<file path="config.mk">
export PLATFORM = sky130hd
export DESIGN_NAME = stepper_move_sequencer_unit_flat
export DESIGN_NICKNAME = d
export VERILOG_FILES = /design/src/hw/rtl/smsq_pkg.sv /design/src/hw/rtl/smsq_in_if.sv /design/src/hw/rtl/smsq_out_if.sv /design/src/hw/rtl/smsq_ctrl.sv /design/src/hw/rtl/stepper_move_sequencer_unit.sv /design/src/flat_wrapper.sv
export SDC_FILE = /design/constraint.sdc
export NUM_CORES = 1
export LEC_CHECK = 0
export BUFFER_PORTS_ARGS = -buffer_cell sky130_fd_sc_hd__buf_2
export CAP_MARGIN = 25
export CORE_ASPECT_RATIO = 1.2
export CORE_MARGIN = 2
export CORE_UTILIZATION = 35
export CTS_CLUSTER_SIZE = 25
export DETAILED_ROUTE_END_ITERATION = 10
export HOLD_SLACK_MARGIN = 0.03
export PLACE_DENSITY = 0.48
export SLEW_MARGIN = 30
export SYNTH_ARGS = -nofsm -noshare
export SYNTH_HDL_FRONTEND = slang
export SYNTH_SLANG_ARGS = --single-unit
</file>
<file path="constraint.sdc">
create_clock -name clk -period 4.3 [get_ports clk]
set_input_delay 0.645 -clock clk [delete_from_list [all_inputs] [get_ports clk]]
set_output_delay 0.645 -clock clk [all_outputs]
set_load 0.02 [all_outputs]
</file>
<file path="src/hw/rtl/smsq_pkg.sv">
// Package for the stepper move sequencer: sizes, command and phase codes,
// and the request and result structs used by smsq_ctrl, the top level and the testbench.
// No dependencies.
package smsq_pkg;

  localparam int unsigned TABLE_DEPTH = 16;
  localparam int unsigned STEP_BITS = 32;
  localparam int unsigned ENTRY_W   = 4;
  localparam int unsigned MC_W      = 5;
  localparam int unsigned SLOT_W    = $clog2(TABLE_DEPTH);
  localparam int unsigned NEXT_W    = $clog2(TABLE_DEPTH + 1);

  localparam logic [MC_W-1:0] MOVE_COUNT_RST = MC_W'(1);
  localparam logic [MC_W-1:0] MOVE_COUNT_MAX = MC_W'(TABLE_DEPTH);

  typedef enum logic [1:0] {
    CMD_LOAD  = 2'd0,
    CMD_TICK  = 2'd1,
    CMD_POLL  = 2'd2,
    CMD_START = 2'd3
  } cmd_t;

  typedef enum logic [3:0] {
    PH_RUN  = 4'b0001,
    PH_STOP = 4'b0010,
    PH_ADV  = 4'b0100,
    PH_DONE = 4'b1000
  } phase_t;

  localparam logic [1:0] PH_CODE_RUN  = 2'd0;
  localparam logic [1:0] PH_CODE_STOP = 2'd1;
  localparam logic [1:0] PH_CODE_ADV  = 2'd2;
  localparam logic [1:0] PH_CODE_DONE = 2'd3;

  typedef struct packed {
    cmd_t                 cmd;
    logic [ENTRY_W-1:0]   entry_index;
    logic [STEP_BITS-1:0] entry_steps;
    logic                 entry_dir;
  } item_t;

  typedef struct packed {
    logic               step_pulse;
    logic               dir_level;
    logic               pulse_enable;
    logic               driver_disable;
    logic [1:0]         phase;
    logic [ENTRY_W-1:0] move_index;
    logic               move_finished;
  } result_t;

  // Maps the internal one-hot phase onto the external two-bit code.
  function automatic logic [1:0] phase_code(phase_t ph);
    logic [1:0] code;
    code = PH_CODE_DONE;
    unique case (ph)
      PH_RUN:  code = PH_CODE_RUN;
      PH_STOP: code = PH_CODE_STOP;
      PH_ADV:  code = PH_CODE_ADV;
      PH_DONE: code = PH_CODE_DONE;
      default: code = PH_CODE_DONE;
    endcase
    return code;
  endfunction

endpackage

</file>
<file path="src/hw/rtl/smsq_in_if.sv">
// Request channel of the stepper move sequencer: valid/ready handshake
// plus the command payload. Depends on smsq_pkg for field widths.
interface smsq_in_if;
  logic                            valid;
  logic                            ready;
  smsq_pkg::cmd_t                  cmd;
  logic [smsq_pkg::ENTRY_W-1:0]    entry_index;
  logic [smsq_pkg::STEP_BITS-1:0]  entry_steps;
  logic                            entry_dir;

  modport source (output valid, cmd, entry_index, entry_steps, entry_dir, input ready);
  modport sink   (input valid, cmd, entry_index, entry_steps, entry_dir, output ready);
endinterface

</file>
<file path="src/hw/rtl/smsq_out_if.sv">
// Result channel of the stepper move sequencer: valid/ready handshake
// plus the status payload. Depends on smsq_pkg for field widths.
interface smsq_out_if;
  logic                          valid;
  logic                          ready;
  logic                          step_pulse;
  logic                          dir_level;
  logic                          pulse_enable;
  logic                          driver_disable;
  logic [1:0]                    phase;
  logic [smsq_pkg::ENTRY_W-1:0]  move_index;
  logic                          move_finished;

  modport source (output valid, step_pulse, dir_level, pulse_enable, driver_disable,
                  phase, move_index, move_finished, input ready);
  modport sink   (input valid, step_pulse, dir_level, pulse_enable, driver_disable,
                  phase, move_index, move_finished, output ready);
endinterface

</file>
<file path="src/hw/rtl/smsq_ctrl.sv">
// Sequencer state, move table and per-request update logic.
// Depends on smsq_pkg.
module smsq_ctrl (
  input  logic                        clk,
  input  logic                        rst_n,
  input  logic                        cfg_we,
  input  logic [smsq_pkg::MC_W-1:0]   cfg_wdata,
  input  logic                        go,
  input  smsq_pkg::item_t             item,
  output smsq_pkg::result_t           res
);

  logic [smsq_pkg::MC_W-1:0]      move_count_r;
  smsq_pkg::phase_t               phase_r, phase_nxt;
  logic [smsq_pkg::ENTRY_W-1:0]   cur_r, cur_nxt;
  logic                           started_r, started_nxt;
  logic [smsq_pkg::STEP_BITS-1:0] cnt_r, cnt_nxt;
  logic                           dir_r, dir_nxt;
  logic                           pgen_r, pgen_nxt;
  logic                           drv_off_r, drv_off_nxt;

  logic [smsq_pkg::STEP_BITS-1:0] steps_tab_r [smsq_pkg::TABLE_DEPTH];
  logic                           dir_tab_r   [smsq_pkg::TABLE_DEPTH];

  logic [smsq_pkg::STEP_BITS-1:0] cnt_inc;
  logic [smsq_pkg::STEP_BITS-1:0] cur_steps;
  logic [smsq_pkg::MC_W-1:0]      cnt_sat;
  logic [smsq_pkg::NEXT_W-1:0]    next_idx;
  logic                           pulse, fin;

  assign cnt_inc   = cnt_r + smsq_pkg::STEP_BITS'(1);
  assign cur_steps = steps_tab_r[cur_r[smsq_pkg::SLOT_W-1:0]];
  assign cnt_sat   = (move_count_r > smsq_pkg::MOVE_COUNT_MAX) ? smsq_pkg::MOVE_COUNT_MAX
                                                                : move_count_r;
  // The first advance after a start plays entry zero.
  assign next_idx  = started_r ? (smsq_pkg::NEXT_W'(cur_r) + smsq_pkg::NEXT_W'(1))
                               : '0;

  always_comb begin
    phase_nxt   = phase_r;
    cur_nxt     = cur_r;
    started_nxt = started_r;
    cnt_nxt     = cnt_r;
    dir_nxt     = dir_r;
    pgen_nxt    = pgen_r;
    drv_off_nxt = drv_off_r;
    pulse       = 1'b0;
    fin         = 1'b0;
    if (go) begin
      unique case (item.cmd)
        smsq_pkg::CMD_LOAD: begin
          // Table write is handled in the register block below.
        end
        smsq_pkg::CMD_TICK: begin
          if (phase_r == smsq_pkg::PH_RUN) begin
            cnt_nxt = cnt_inc;
            pulse   = 1'b1;
            if (cnt_inc >= cur_steps) begin
              phase_nxt = smsq_pkg::PH_STOP;
              fin       = 1'b1;
            end
          end
        end
        smsq_pkg::CMD_POLL: begin
          unique case (phase_r)
            smsq_pkg::PH_STOP: begin
              pgen_nxt  = 1'b0;
              phase_nxt = smsq_pkg::PH_ADV;
            end
            smsq_pkg::PH_ADV: begin
              started_nxt = 1'b1;
              if (smsq_pkg::MC_W'(next_idx) < cnt_sat) begin
                cur_nxt   = next_idx[smsq_pkg::ENTRY_W-1:0];
                cnt_nxt   = '0;
                pgen_nxt  = 1'b1;
                dir_nxt   = ~dir_tab_r[next_idx[smsq_pkg::SLOT_W-1:0]];
                phase_nxt = smsq_pkg::PH_RUN;
              end else begin
                phase_nxt = smsq_pkg::PH_DONE;
              end
            end
            smsq_pkg::PH_DONE: begin
              if (started_r) begin
                drv_off_nxt = 1'b1;
              end
            end
            default: begin
            end
          endcase
        end
        smsq_pkg::CMD_START: begin
          phase_nxt   = smsq_pkg::PH_ADV;
          cur_nxt     = '0;
          started_nxt = 1'b0;
          cnt_nxt     = '0;
          pgen_nxt    = 1'b0;
          drv_off_nxt = 1'b0;
        end
        default: begin
        end
      endcase
    end
  end

  always_ff @(posedge clk) begin
    if (!rst_n) begin
      move_count_r <= smsq_pkg::MOVE_COUNT_RST;
      phase_r      <= smsq_pkg::PH_DONE;
      cur_r        <= '0;
      started_r    <= 1'b0;
      cnt_r        <= '0;
      dir_r        <= 1'b0;
      pgen_r       <= 1'b0;
      drv_off_r    <= 1'b0;
    end else begin
      if (cfg_we) begin
        move_count_r <= cfg_wdata;
      end
      phase_r   <= phase_nxt;
      cur_r     <= cur_nxt;
      started_r <= started_nxt;
      cnt_r     <= cnt_nxt;
      dir_r     <= dir_nxt;
      pgen_r    <= pgen_nxt;
      drv_off_r <= drv_off_nxt;
    end
  end

  always_ff @(posedge clk) begin
    if (go && (item.cmd == smsq_pkg::CMD_LOAD)) begin
      steps_tab_r[item.entry_index[smsq_pkg::SLOT_W-1:0]] <= item.entry_steps;
      dir_tab_r[item.entry_index[smsq_pkg::SLOT_W-1:0]]   <= item.entry_dir;
    end
  end

  always_comb begin
    res.step_pulse     = pulse;
    res.dir_level      = dir_nxt;
    res.pulse_enable   = pgen_nxt;
    res.driver_disable = drv_off_nxt;
    res.phase          = smsq_pkg::phase_code(phase_nxt);
    res.move_index     = cur_nxt;
    res.move_finished  = fin;
  end

endmodule

</file>
<file path="src/hw/rtl/stepper_move_sequencer_unit.sv">
// Top level of the stepper move sequencer: input register, sequencer core
// and result register. Depends on smsq_pkg, smsq_in_if, smsq_out_if, smsq_ctrl.
//
// Usage. Requests arrive on in_chan (valid/ready). Each carries a command:
// load a table entry (slot, step count, direction), a timer tick, a control
// poll, or a start of playback. Every request yields exactly one status result
// on out_chan (valid/ready) showing the step pulse, the direction pin, the pulse
// generator enable, the driver disable, the phase, the entry being played and
// the move-finished flag, all as they stand after the request. The move_count
// register is user-written via cfg_we/cfg_wdata only while idle; not enforced.
//
// Timing. A request taken at a clock edge sits in the input register; it is
// processed when the result register is free or being emptied, and its result
// then enters the result register. One request per cycle is sustained while
// the receiver accepts results; the combinational path between the registers is
// the table read of the current entry plus the 32-bit counter increment and compare.
//
// Reset (synchronous, active low) leaves the block finished with no playback
// started, move_count at one, and both channel registers empty. The table is
// not cleared. When the receiver stalls, the held result stays put, the
// input register holds one more request, and in_chan.ready then drops.
module stepper_move_sequencer_unit (
  input  logic                       clk,
  input  logic                       rst_n,
  input  logic                       cfg_we,
  input  logic [smsq_pkg::MC_W-1:0]  cfg_wdata,
  smsq_in_if.sink                    in_chan,
  smsq_out_if.source                 out_chan
);

  logic              in_vld_r;
  smsq_pkg::item_t   in_item_r;
  logic              out_vld_r, out_vld_nxt;
  smsq_pkg::result_t out_res_r;
  smsq_pkg::result_t core_res;
  smsq_pkg::item_t   in_item;
  logic              stage_go;
  logic              in_take;

  // The buffered request moves on when the result register is free or is
  // being emptied in this same cycle.
  assign stage_go      = in_vld_r && (!out_vld_r || out_chan.ready);
  assign in_chan.ready = !in_vld_r || stage_go;
  assign in_take       = in_chan.valid && in_chan.ready;

  always_comb begin
    in_item.cmd         = in_chan.cmd;
    in_item.entry_index = in_chan.entry_index;
    in_item.entry_steps = in_chan.entry_steps;
    in_item.entry_dir   = in_chan.entry_dir;
  end

  always_comb begin
    out_vld_nxt = out_vld_r;
    if (stage_go) begin
      out_vld_nxt = 1'b1;
    end else if (out_chan.ready) begin
      out_vld_nxt = 1'b0;
    end
  end

  always_ff @(posedge clk) begin
    if (!rst_n) begin
      in_vld_r  <= 1'b0;
      out_vld_r <= 1'b0;
    end else begin
      if (in_take) begin
        in_vld_r <= 1'b1;
      end else if (stage_go) begin
        in_vld_r <= 1'b0;
      end
      out_vld_r <= out_vld_nxt;
    end
  end

  always_ff @(posedge clk) begin
    if (in_take) begin
      in_item_r <= in_item;
    end
    if (stage_go) begin
      out_res_r <= core_res;
    end
  end

  smsq_ctrl u_ctrl (
    .clk       (clk),
    .rst_n     (rst_n),
    .cfg_we    (cfg_we),
    .cfg_wdata (cfg_wdata),
    .go        (stage_go),
    .item      (in_item_r),
    .res       (core_res)
  );

  assign out_chan.valid          = out_vld_r;
  assign out_chan.step_pulse     = out_res_r.step_pulse;
  assign out_chan.dir_level      = out_res_r.dir_level;
  assign out_chan.pulse_enable   = out_res_r.pulse_enable;
  assign out_chan.driver_disable = out_res_r.driver_disable;
  assign out_chan.phase          = out_res_r.phase;
  assign out_chan.move_index     = out_res_r.move_index;
  assign out_chan.move_finished  = out_res_r.move_finished;

endmodule

</file>
<file path="src/flat_wrapper.sv">
// flat-port wrapper written by rule: the top's interface ports become plain ports
module stepper_move_sequencer_unit_flat 
  (clk, rst_n, cfg_we, cfg_wdata, in_chan_valid, in_chan_cmd, in_chan_entry_index, in_chan_entry_steps, in_chan_entry_dir, in_chan_ready, out_chan_valid, out_chan_step_pulse, out_chan_dir_level, out_chan_pulse_enable, out_chan_driver_disable, out_chan_phase, out_chan_move_index, out_chan_move_finished, out_chan_ready);
  smsq_in_if in_chan_i ();
  smsq_out_if out_chan_i ();
  input  logic clk;
  input  logic rst_n;
  input  logic cfg_we;
  input  logic [smsq_pkg::MC_W-1:0] cfg_wdata;
  input wire logic [$bits(in_chan_i.valid)-1:0] in_chan_valid;
  input wire logic [$bits(in_chan_i.cmd)-1:0] in_chan_cmd;
  input wire logic [$bits(in_chan_i.entry_index)-1:0] in_chan_entry_index;
  input wire logic [$bits(in_chan_i.entry_steps)-1:0] in_chan_entry_steps;
  input wire logic [$bits(in_chan_i.entry_dir)-1:0] in_chan_entry_dir;
  output wire logic [$bits(in_chan_i.ready)-1:0] in_chan_ready;
  output wire logic [$bits(out_chan_i.valid)-1:0] out_chan_valid;
  output wire logic [$bits(out_chan_i.step_pulse)-1:0] out_chan_step_pulse;
  output wire logic [$bits(out_chan_i.dir_level)-1:0] out_chan_dir_level;
  output wire logic [$bits(out_chan_i.pulse_enable)-1:0] out_chan_pulse_enable;
  output wire logic [$bits(out_chan_i.driver_disable)-1:0] out_chan_driver_disable;
  output wire logic [$bits(out_chan_i.phase)-1:0] out_chan_phase;
  output wire logic [$bits(out_chan_i.move_index)-1:0] out_chan_move_index;
  output wire logic [$bits(out_chan_i.move_finished)-1:0] out_chan_move_finished;
  input wire logic [$bits(out_chan_i.ready)-1:0] out_chan_ready;
  assign in_chan_i.valid = in_chan_valid;
  assign in_chan_i.cmd = in_chan_cmd;
  assign in_chan_i.entry_index = in_chan_entry_index;
  assign in_chan_i.entry_steps = in_chan_entry_steps;
  assign in_chan_i.entry_dir = in_chan_entry_dir;
  assign in_chan_ready = in_chan_i.ready;
  assign out_chan_valid = out_chan_i.valid;
  assign out_chan_step_pulse = out_chan_i.step_pulse;
  assign out_chan_dir_level = out_chan_i.dir_level;
  assign out_chan_pulse_enable = out_chan_i.pulse_enable;
  assign out_chan_driver_disable = out_chan_i.driver_disable;
  assign out_chan_phase = out_chan_i.phase;
  assign out_chan_move_index = out_chan_i.move_index;
  assign out_chan_move_finished = out_chan_i.move_finished;
  assign out_chan_i.ready = out_chan_ready;
  stepper_move_sequencer_unit u_core (.clk(clk), .rst_n(rst_n), .cfg_we(cfg_we), .cfg_wdata(cfg_wdata), .in_chan(in_chan_i), .out_chan(out_chan_i));
endmodule
</file>
## Word-level counts from Yosys, hierarchy flattened

Memories as Yosys holds them, arrays and structs flattened. A register that Yosys moved wholly into a read port is not among the register bits.
Cells that the tools add are included.

- Bits in registers: 101
- Bits in latches: 0
- RAM bits: 528
- Bits in read-only memories: 0
- Input port bits: 49
- Output and inout bits: 13
- Memories: 2

- $add $sub $neg: 2
- Multipliers: 0
- Div/mod/pow operators: 0
- Order comparisons: 3
- Eq/ne operators: 13
- Shifts and indexed selects: 0
- Mux-type cells: 40
- Bitwise logic cells: 1
- Reduce and logical (&&, ||, !) cells: 15

Memories:

| name | words | width | read ports | clocked after Yosys merged registers in | write ports | line | RTL |
|---|---|---|---|---|---|---|---|
| u_core.u_ctrl.steps_tab_r | 16 | 32 | 1 | 1 | 1 | smsq_ctrl.sv:22 | `logic [smsq_pkg::STEP_BITS-1:0] steps_tab_r [smsq_pkg::TABLE_DEPTH];` |
| u_core.u_ctrl.dir_tab_r | 16 | 1 | 1 | 0 | 1 | smsq_ctrl.sv:23 | `logic dir_tab_r [smsq_pkg::TABLE_DEPTH];` |

Operators with widths:

| cell | count |
|---|---|
| two-way mux 32 bit | 3 |
| case mux 32 bit (3 select lines) | 1 |
| adder 32 x 1 -> 32 bit (second input constant) | 1 |
| >= comparator 32 bit | 1 |
| two-way mux 4 bit | 8 |
| two-way mux 1 bit | 18 |
| case mux 4 bit (2 select lines) | 2 |
| case mux 4 bit (3 select lines) | 1 |
| two-way mux 5 bit | 2 |
| == test 4 x 1 -> 1 bit (second input constant) | 2 |
| == test 4 x 2 -> 1 bit (second input constant) | 2 |
| == test 4 x 3 -> 1 bit (second input constant) | 2 |
| case mux 1 bit (2 select lines) | 4 |
| case mux 2 bit (3 select lines) | 1 |
| nonzero test 2 bit | 3 |
| adder 4 x 1 -> 5 bit (second input constant) | 1 |
| greater-than comparator 5 bit (second input constant) | 1 |
| < comparator 5 bit | 1 |
| AND reduction 5 bit | 1 |
| == test 2 bit (second input constant) | 2 |
| == test 4 bit (second input constant) | 1 |
| inequality test 2 bit (second input constant) | 2 |
| logical AND 1 bit | 3 |
| AND reduction 3 bit | 1 |
| 8 further kinds | 10 |

## Logic depth before layout (Yosys ltp)

Gate-level depths: netlist of run 1.

- Depth after elaboration: 9
- Mapped depth: 18
- Gate-level depth less buffers: 16

## Hierarchy

Synthesis of run 1 repeated with hierarchy kept, for this count alone.

- Cells, all modules: 1,405
- Area total of the unflattened synthesis: 25,415.6 um^2

Modules (own cells, without submodules):

| module | times used | cells each | area an instance (um^2) | sequential area each (um^2) |
|---|---|---|---|---|
| smsq_ctrl | 1 | 1,346 | 23,810.3 | 16,836.1 |
| stepper_move_sequencer_unit | 1 | 59 | 1,605.3 | 1,541.5 |

## Worst setup path after synthesis of run 1

Ideal clock, no wire load.

- Kind: input-to-reg
- Start point: input out_chan_ready
- End point: memory u_core.u_ctrl.dir_tab_r[0], enable pin
- Setup time: 464 ps
- Arrival time: 3,971 ps
- Required time: 3,836 ps
- Path slack: -135 ps
- Stages: 6
- Path buffers: 0
- Cell sequence: nor2b_1 -> nand2b_1 -> nor2_1 -> nand2_1 -> or3_1 -> nor3_1

- Longest elaborated chain between the ends: 5

RTL lines:

| item | line | RTL |
|---|---|---|
| from (decl) | flat_wrapper.sv:24 | `input wire logic [$bits(out_chan_i.ready)-1:0] out_chan_ready;` |
| logical OR 1 bit | stepper_move_sequencer_unit.sv:42 | `assign stage_go = in_vld_r && (!out_vld_r \|\| out_chan.ready);` |
| logical AND 1 bit | stepper_move_sequencer_unit.sv:42 |  |
| logical AND 1 bit | smsq_ctrl.sv:130 | `if (go && (item.cmd == smsq_pkg::CMD_LOAD)) begin` |
| two-way mux 1 bit | smsq_ctrl.sv:130 |  |
| two-way mux 1 bit (not written as such) | smsq_ctrl.sv:132 | `dir_tab_r[item.entry_index[smsq_pkg::SLOT_W-1:0]] <= item.entry_dir;` |
| to (decl) | smsq_ctrl.sv:23 |  |

No other way between the ends.

==> flow_metrics.py, run 1 <==
metrics = {
    "logic_synthesis": {
        "yosys.area.top_type": "edfxtp_1",
        "synth_flop_cell": "edfxtp_1",
        "synth_top_area_share_pct": 68.4,
        "synth.avg_cell_area_um2": 17.8,
        "yosysWarnings": 0,
        "synth_cells": 1426,
        "synth_nets": 1513,
        "ys_seq_elements": 629,
        "async_flop_share_pct": 0,
        "ys_types": 56,
        "yosys-top-cells-area": "edfxtp_1, mux4_2, dfxtp_1, mux2i_1, ha_1",
        "synth.yosys.seq_area_share_pct": 72.4,
        "synthesis.area_um2": 25400,
        "synth_edf_count": 578,
    },
    "timing": {
        "tightestPinTransition_ns": 0.868,
        "final.setup.tns_ns": 0,
        "fin_crit_sh_pct": 94.8,
        "setup_viol": 0,
        "hold_viol_final": 0,
        "min_period_ns": 4.08,
        "rsz0062_at_grt": "no",
        "slew_headroom_pct": 42.1,
        "fmaxAchievable_mhz": 245,
        "clock_skew_ns": 0.0228,
        "slew_viol_final": 0,
    },
    "placed_design": {
        "io_buffer_count": 61,
        "placed_cells": 2466,
        "place_area_um2": 27800,
        "dp_hpwl_mm": 39.0,
        "globalplace.congestion": 0.791,
    },
    "pwr": {
        "comb_power_share_pct": 1.0,
        "power_switching_share_pct": 20.1,
        "p_sw_uw": 2510,
        "p_leak_uw": 0.00965,
        "ir_worst_vdd_mv": 0.276,
        "powerDensity_nw_per_um2": 418,
        "clkPwrFrac_pct": 44.7,
        "power_frac_seq_pct": 54.3,
        "p_int_uw": 10000,
    },
    "cts": {
        "cts-buffers-inserted": 68,
        "insertion_delay_ns": 0.61,
        "cts_buffer_depth": 3,
        "htree_levels": 3,
        "cts.sinks": 629,
        "clk_pin_slew_ns": 0.06,
        "cts_tree": "done",
        "clockRootBuffer": "clkbuf_16",
    },
    "run": {
        "drv_cap": 0,
    },
    "min_path": {
        "hp-class": "in -> reg",
    },
    "drt": {
        "drcViolationCount": 0,
        "highest_layer": "met5",
        "drt-met1-wl_mm": 28.4,
        "wire_per_inst_um": 24.8,
        "drtIter0Drc": 861,
        "routed_wl_mm": 64.2,
        "route.met3.wl_mm": 2.56,
        "via_per_inst": 5.20,
        "first_pass_iters": 5,
        "wl_met2_mm": 31.9,
        "antenna_left": 0,
        "dr_total_vias": 13500,
    },
    "worst_setup_path": {
        "start_kind": "flop",
        "worstSetupEndpointType": "flop",
        "cp_data_required_time_ns": 4.64,
        "critical_path_class": "reg -> reg",
        "arrival_ns": 4.41,
        "cp_max_fo": 14,
    },
    "layout": {
        "diodes": 0,
        "fin_area_um2": 30000,
        "drive_gt1_share_pct": 25.4,
        "fin_nets": 1689,
        "stdcell_count": 2586,
        "area_delta_synth_final_pct": 18.1,
    },
    "global_routing": {
        "grt_pass1_wl_mm": 94.3,
        "grtUsageTotal_pct": 17.3,
        "grt_remaining_overflow": 0,
        "antenna_found_initial": 2,
        "grt_max_degree": 52,
        "grt_pass1_vias": 14000,
    },
    "floorplan": {
        "fp-row-count": 108,
        "die_h_um": 299,
        "die-area_um2": 74700,
        "initial_core_util_pct": 35.2,
        "ioPinCount": 62,
        "die_w_um": 250,
        "core-area_um2": 72000,
    },
    "status": {
        "status": "finished, final reports clean",
    },
}
[sequential cells by signal, summed over array words and instances (netlist names), 2 cells and up]
register and cells:
u_core.u_ctrl.steps_tab_r 512, u_core.in_item_r 39, u_core.u_ctrl.cnt_r 32, u_core.u_ctrl.dir_tab_r 16
u_core.u_ctrl.move_count_r 5, u_core.out_chan.move_index 4, u_core.u_ctrl.cur_r 4, u_core.u_ctrl.phase_r 4
u_core.out_chan.phase 2
[cell families after synthesis]
logic type / count (synthesis) / synth area share, %
adders and majority gates: 38 / 1.87
muxes: 186 / 12.7
AOI/OAI and AO/OA: 209 / 5.50
and+or+nand+nor: 239 / 4.87
buffers and inverters: 91 / 1.43
DFF: 629 / 72.4
xor gates and xnor gates: 34 / 1.17
[cell usage in the layout (no fill, tap or decap), types with 38 or more instances in the layout]
cell       Yosys  final
dfxtp_1       51     47
buf_4          0     92
buf_2         12     61
nand2_1       68     68
mux4_2       108    108
edfxtp_1     578    578
mux2i_1       63     63
o21ai_0       48     48
a21oi_1       42     42
ha_1          38     38
clkbuf_16      0     71
nor2_1        52     40
[final timing paths]
check,startpoint,to,slack [ns],cells past startpoint
worst max-delay path,u_core.u_ctrl.cur_r[0],u_core.out_chan.phase[1],0.22,15
worst min-delay path,in_chan_entry_steps[24],u_core.in_item_r[25],0.21,1
worst max register to register,u_core.u_ctrl.cur_r[0],u_core.out_chan.phase[1],0.22,15
worst min register to register,u_core.u_ctrl.move_count_r[0],u_core.u_ctrl.move_count_r[0],0.48,2
[worst max-delay path, stage by stage, from the launching register on]
cell      delay, ns
dfxtp_4        0.45
buf_12         0.19
buf_4          0.22
mux4_2         0.56
a221oi_1       0.60
ha_1           0.24
nand3_1        0.08
nor2_1         0.15
a21oi_1        0.09
o211ai_1       0.35
a31oi_2        0.17
buf_4          0.17
o31ai_1        0.18
buf_4          0.16
xnor2_1        0.11
nand3b_1       0.08
[what timing repair did]
item                       CTS  global route
setup buffers                0             0
resized for setup            0             9
hold buffers                 0             0
setup endpoints to repair    0             2
[layout make-up]
cell class                      instances  area (um2)
Fill cell                            6427       42100
Sequential cell                       629       18400
Multi-Input combinational cell        706        6800
Clock buffer                           93        1850
Timing Repair Buffer                  174        1430
Tap cell                              935        1170
Clock inverter                         26         246
Inverter                               23        86.3
[Yosys cell counts, drive strengths merged (5+ instances only)]
cell and count:
a21boi 31, a21oi 42, a221oi 38, a22oi 6, and2 17, and3 10
and4 6, buf 19, clkbuf 49, dfxtp 51, edfxtp 578, ha 38
inv 23, mux2 15, mux2i 63, mux4 108, nand2 68, nand2b 5
nand3 19, nand4 8, nor2 53, nor2b 11, nor3 11, o21a 23
o21ai 49, or3 11, xnor2 19, xor2 15
[metrics by stage]
stage / utilization [%] / total power, uW / setup slack [ns] / hold WS [ns]
after floorplan: - / 6960 / 0.0546 / 0.443
after global placement: 38.6 / 7060 / 0.112 / 0.462
after detailed placement: 38.6 / 7070 / 0.119 / 0.467
after CTS: 41.5 / 12700 / 0.115 / 0.180
after global routing: 41.6 / 12900 / 0.00871 / 0.189
final: 41.6 / 12500 / 0.224 / 0.214
[layer usage]
layer	track usage, %	up-vias
li1	-	6077
met1	23.2	7021
met2	29.1	280
met3	2.81	76
met4	4.59	2
met5	0	-
[power by group through the flow]
stage	clock [uW]	combinational (uW)	sequential [uW]
after CTS	5740	135	6800
after global placement	0	133	6930
after global routing	5980	145	6810
final	5600	131	6800
after floorplan	0	60.4	6900
after detailed placement	0	135	6930
(Power assumes the default switching activity.)
==> run 2, diff against run 1 <==
Settings changed: CORE_UTILIZATION 35 to 56, PLACE_DENSITY 0.48 to 0.72.
Clock period 4.3 ns to 3.7 ns, I/O delays scaled along.
==> run 2 against run 1 <==
Effect of this change:
- the flow now finishes with violations (setup timing)
- via count up 5.6%
- largest cell class unchanged
- utilization up 26 points
- hold slack worse by 0.11 ns
- fmax up 2.7%
- clock skew down 0.0013 ns
- non-clock buffer count up 55
- die area down 37%
- sequential power up 16%
- flip-flop and latch count unchanged
==> flow_metrics.py, run 2 (synthesis gave the netlist of run 1 again) <==
metrics = {
    "layout": {
        "layout_commonest_cell": "edfxtp_1",
        "mostFrequentLayoutCells": "edfxtp_1, buf_4, mux4_2, nand2_1, buf_2",
        "drive_gt1_share_pct": 31.8,
        "fin_area_um2": 30500,
        "diodes": 0,
        "largest_reg_flops": 512,
        "area_delta_synth_final_pct": 20.0,
        "fin_nets": 1734,
    },
    "worst_setup_path": {
        "start_kind": "flop",
        "cp_data_required_time_ns": 4.05,
        "critical_path_class": "reg -> reg",
        "r2r_slack_ns": -0.27,
        "cp_max_fo": 9,
        "arrival_ns": 4.32,
        "worstSetupEndpointType": "flop",
    },
    "floorplan": {
        "fp-row-count": 85,
        "core-area_um2": 44800,
        "die-area_um2": 47000,
        "initial_core_util_pct": 56.7,
        "die_h_um": 237,
        "ioPinCount": 62,
        "die_w_um": 198,
    },
    "timing": {
        "hold_slack_ns": 0.104,
        "setup_viol": 3,
        "hold_viol_final": 0,
        "fin_ws_ns": -0.269,
        "min_period_ns": 3.97,
        "slew_viol_final": 0,
        "fin_crit_sh_pct": 107,
        "fmaxAchievable_mhz": 252,
        "slew_headroom_pct": 43.3,
        "tightestPinTransition_ns": 0.850,
        "rsz0062_at_grt": "yes",
        "clock_skew_ns": 0.0215,
    },
    "status": {
        "status": "finished, violations left",
        "violations": "setup timing",
    },
    "placed_design": {
        "dp_hpwl_mm": 33.5,
        "place_ws_ns": -0.412,
        "globalplace.congestion": 0.814,
        "place_area_um2": 27700,
        "io_buffer_count": 61,
    },
    "drt": {
        "drcViolationCount": 0,
        "wire_per_inst_um": 26.6,
        "drtIter0Drc": 1418,
        "first_pass_iters": 5,
        "dr_total_vias": 14200,
        "routed_wl_mm": 61.2,
        "antenna_left": 0,
        "via_per_inst": 6.17,
    },
    "cts": {
        "clockRootBuffer": "clkbuf_16",
        "htree_levels": 2,
        "insertion_delay_ns": 0.62,
        "cts.sinks": 629,
        "clk_pin_slew_ns": 0.07,
        "cts_buffer_depth": 3,
        "cts_tree": "done",
        "cts-buffers-inserted": 58,
        "hold_buffers": 0,
    },
    "global_routing": {
        "grt_remaining_overflow": 0,
        "grt_pass1_vias": 14300,
        "grt_pass1_wl_mm": 90.6,
        "grtUsageTotal_pct": 26.6,
        "grt_max_degree": 52,
        "antenna_found_initial": 0,
    },
    "min_path": {
        "hp-class": "in -> reg",
    },
    "pwr": {
        "ir_worst_vdd_mv": 0.329,
        "p_leak_uw": 0.00996,
        "powerDensity_nw_per_um2": 455,
    },
    "run": {
        "drv_cap": 0,
    },
}
-- run 2: cell types whose count changed in the layout (fill, tap and decap cells not counted), sizes merged --
cell,delta
buf,+55
bufinv,+1
clkbuf,-10
clkinv,-1
clkinvlp,+1
inv,-3
-- run 2: cell type report --
type,instances,area [um2]
clock buffers,83,1560
clock inverters,24,267
fillers,2807,14300
inverters,23,88.8
multi-input cells,706,7270
flip-flops and latches,629,18400
well taps,609,762
repair buffers,229,2120
-- run 2: repair_timing --
| item | 4_1_cts | 5_1_grt |
|---|---|---|
| endpoints found under the hold margin | 0 | 0 |
| gates cloned | 3 | 1 |
| resized for setup | 68 | 52 |
| setup endpoints to repair | 4 | 7 |
| buffers inserted | 24 | 6 |
| pin swaps | 21 | 37 |
-- run 2: worst paths after layout --
path                                        end                           from  cells past startpoint
setup / recovery       u_core.out_chan.phase[0]         u_core.u_ctrl.cur_r[0]                     18
hold / removal              u_core.in_item_r[0]              in_chan_entry_dir                      1
setup reg to reg       u_core.out_chan.phase[0]         u_core.u_ctrl.cur_r[0]                     18
hold reg to reg   u_core.u_ctrl.move_count_r[0]  u_core.u_ctrl.move_count_r[0]                      2
-- run 2: metrics by stage --
step / utilization, % / TNS, ns / total power, uW / instances
6_report: 68.0 / -0.679 / 13800 / 2303
5_1_grt: 68.0 / -1.20 / 14200 / 2303
4_1_cts: 67.4 / -0.239 / 13900 / 2297
3_5_place_dp: 61.9 / -1.01 / 8200 / 2165
3_3_place_gp: 61.9 / -0.894 / 8190 / 2165
2_1_floorplan: - / 0 / 8090 / 1426
-- run 2: per-layer routing --
metal | GRT usage [%] | share of wire (%)
met1 | 36.2 | 39
met2 | 44.6 | 51
met3 | 3.69 | 7.1
met4 | 8.82 | 2.9
met5 | 0 | 0
-- run 2: report_power, final --
part / switching [uW] / total (uW) / leakage [uW] / internal, uW
Clock: 2520 / 5790 / 0.000878 / 3270
Combinational: 98.4 / 151 / 0.00344 / 52.7
Sequential: 95.9 / 7900 / 0.00564 / 7810
Total: 2710 / 13800 / 0.00996 / 11100
-- run 2: worst max-delay path, stage by stage (launching register included) --
cell and delay, ns:
dfxtp_4 0.35, buf_12 0.15, buf_12 0.14, buf_12 0.14, mux2i_1 0.13, a221oi_1 0.48
o21a_1 0.20, a221oi_2 0.04, buf_4 0.17, ha_1 0.28, a21oi_1 0.17, o21ai_1 0.12
a221oi_2 0.39, o22ai_2 0.13, a31oi_1 0.20, buf_4 0.18, a311oi_4 0.11, xnor2_1 0.20
nand3_1 0.09
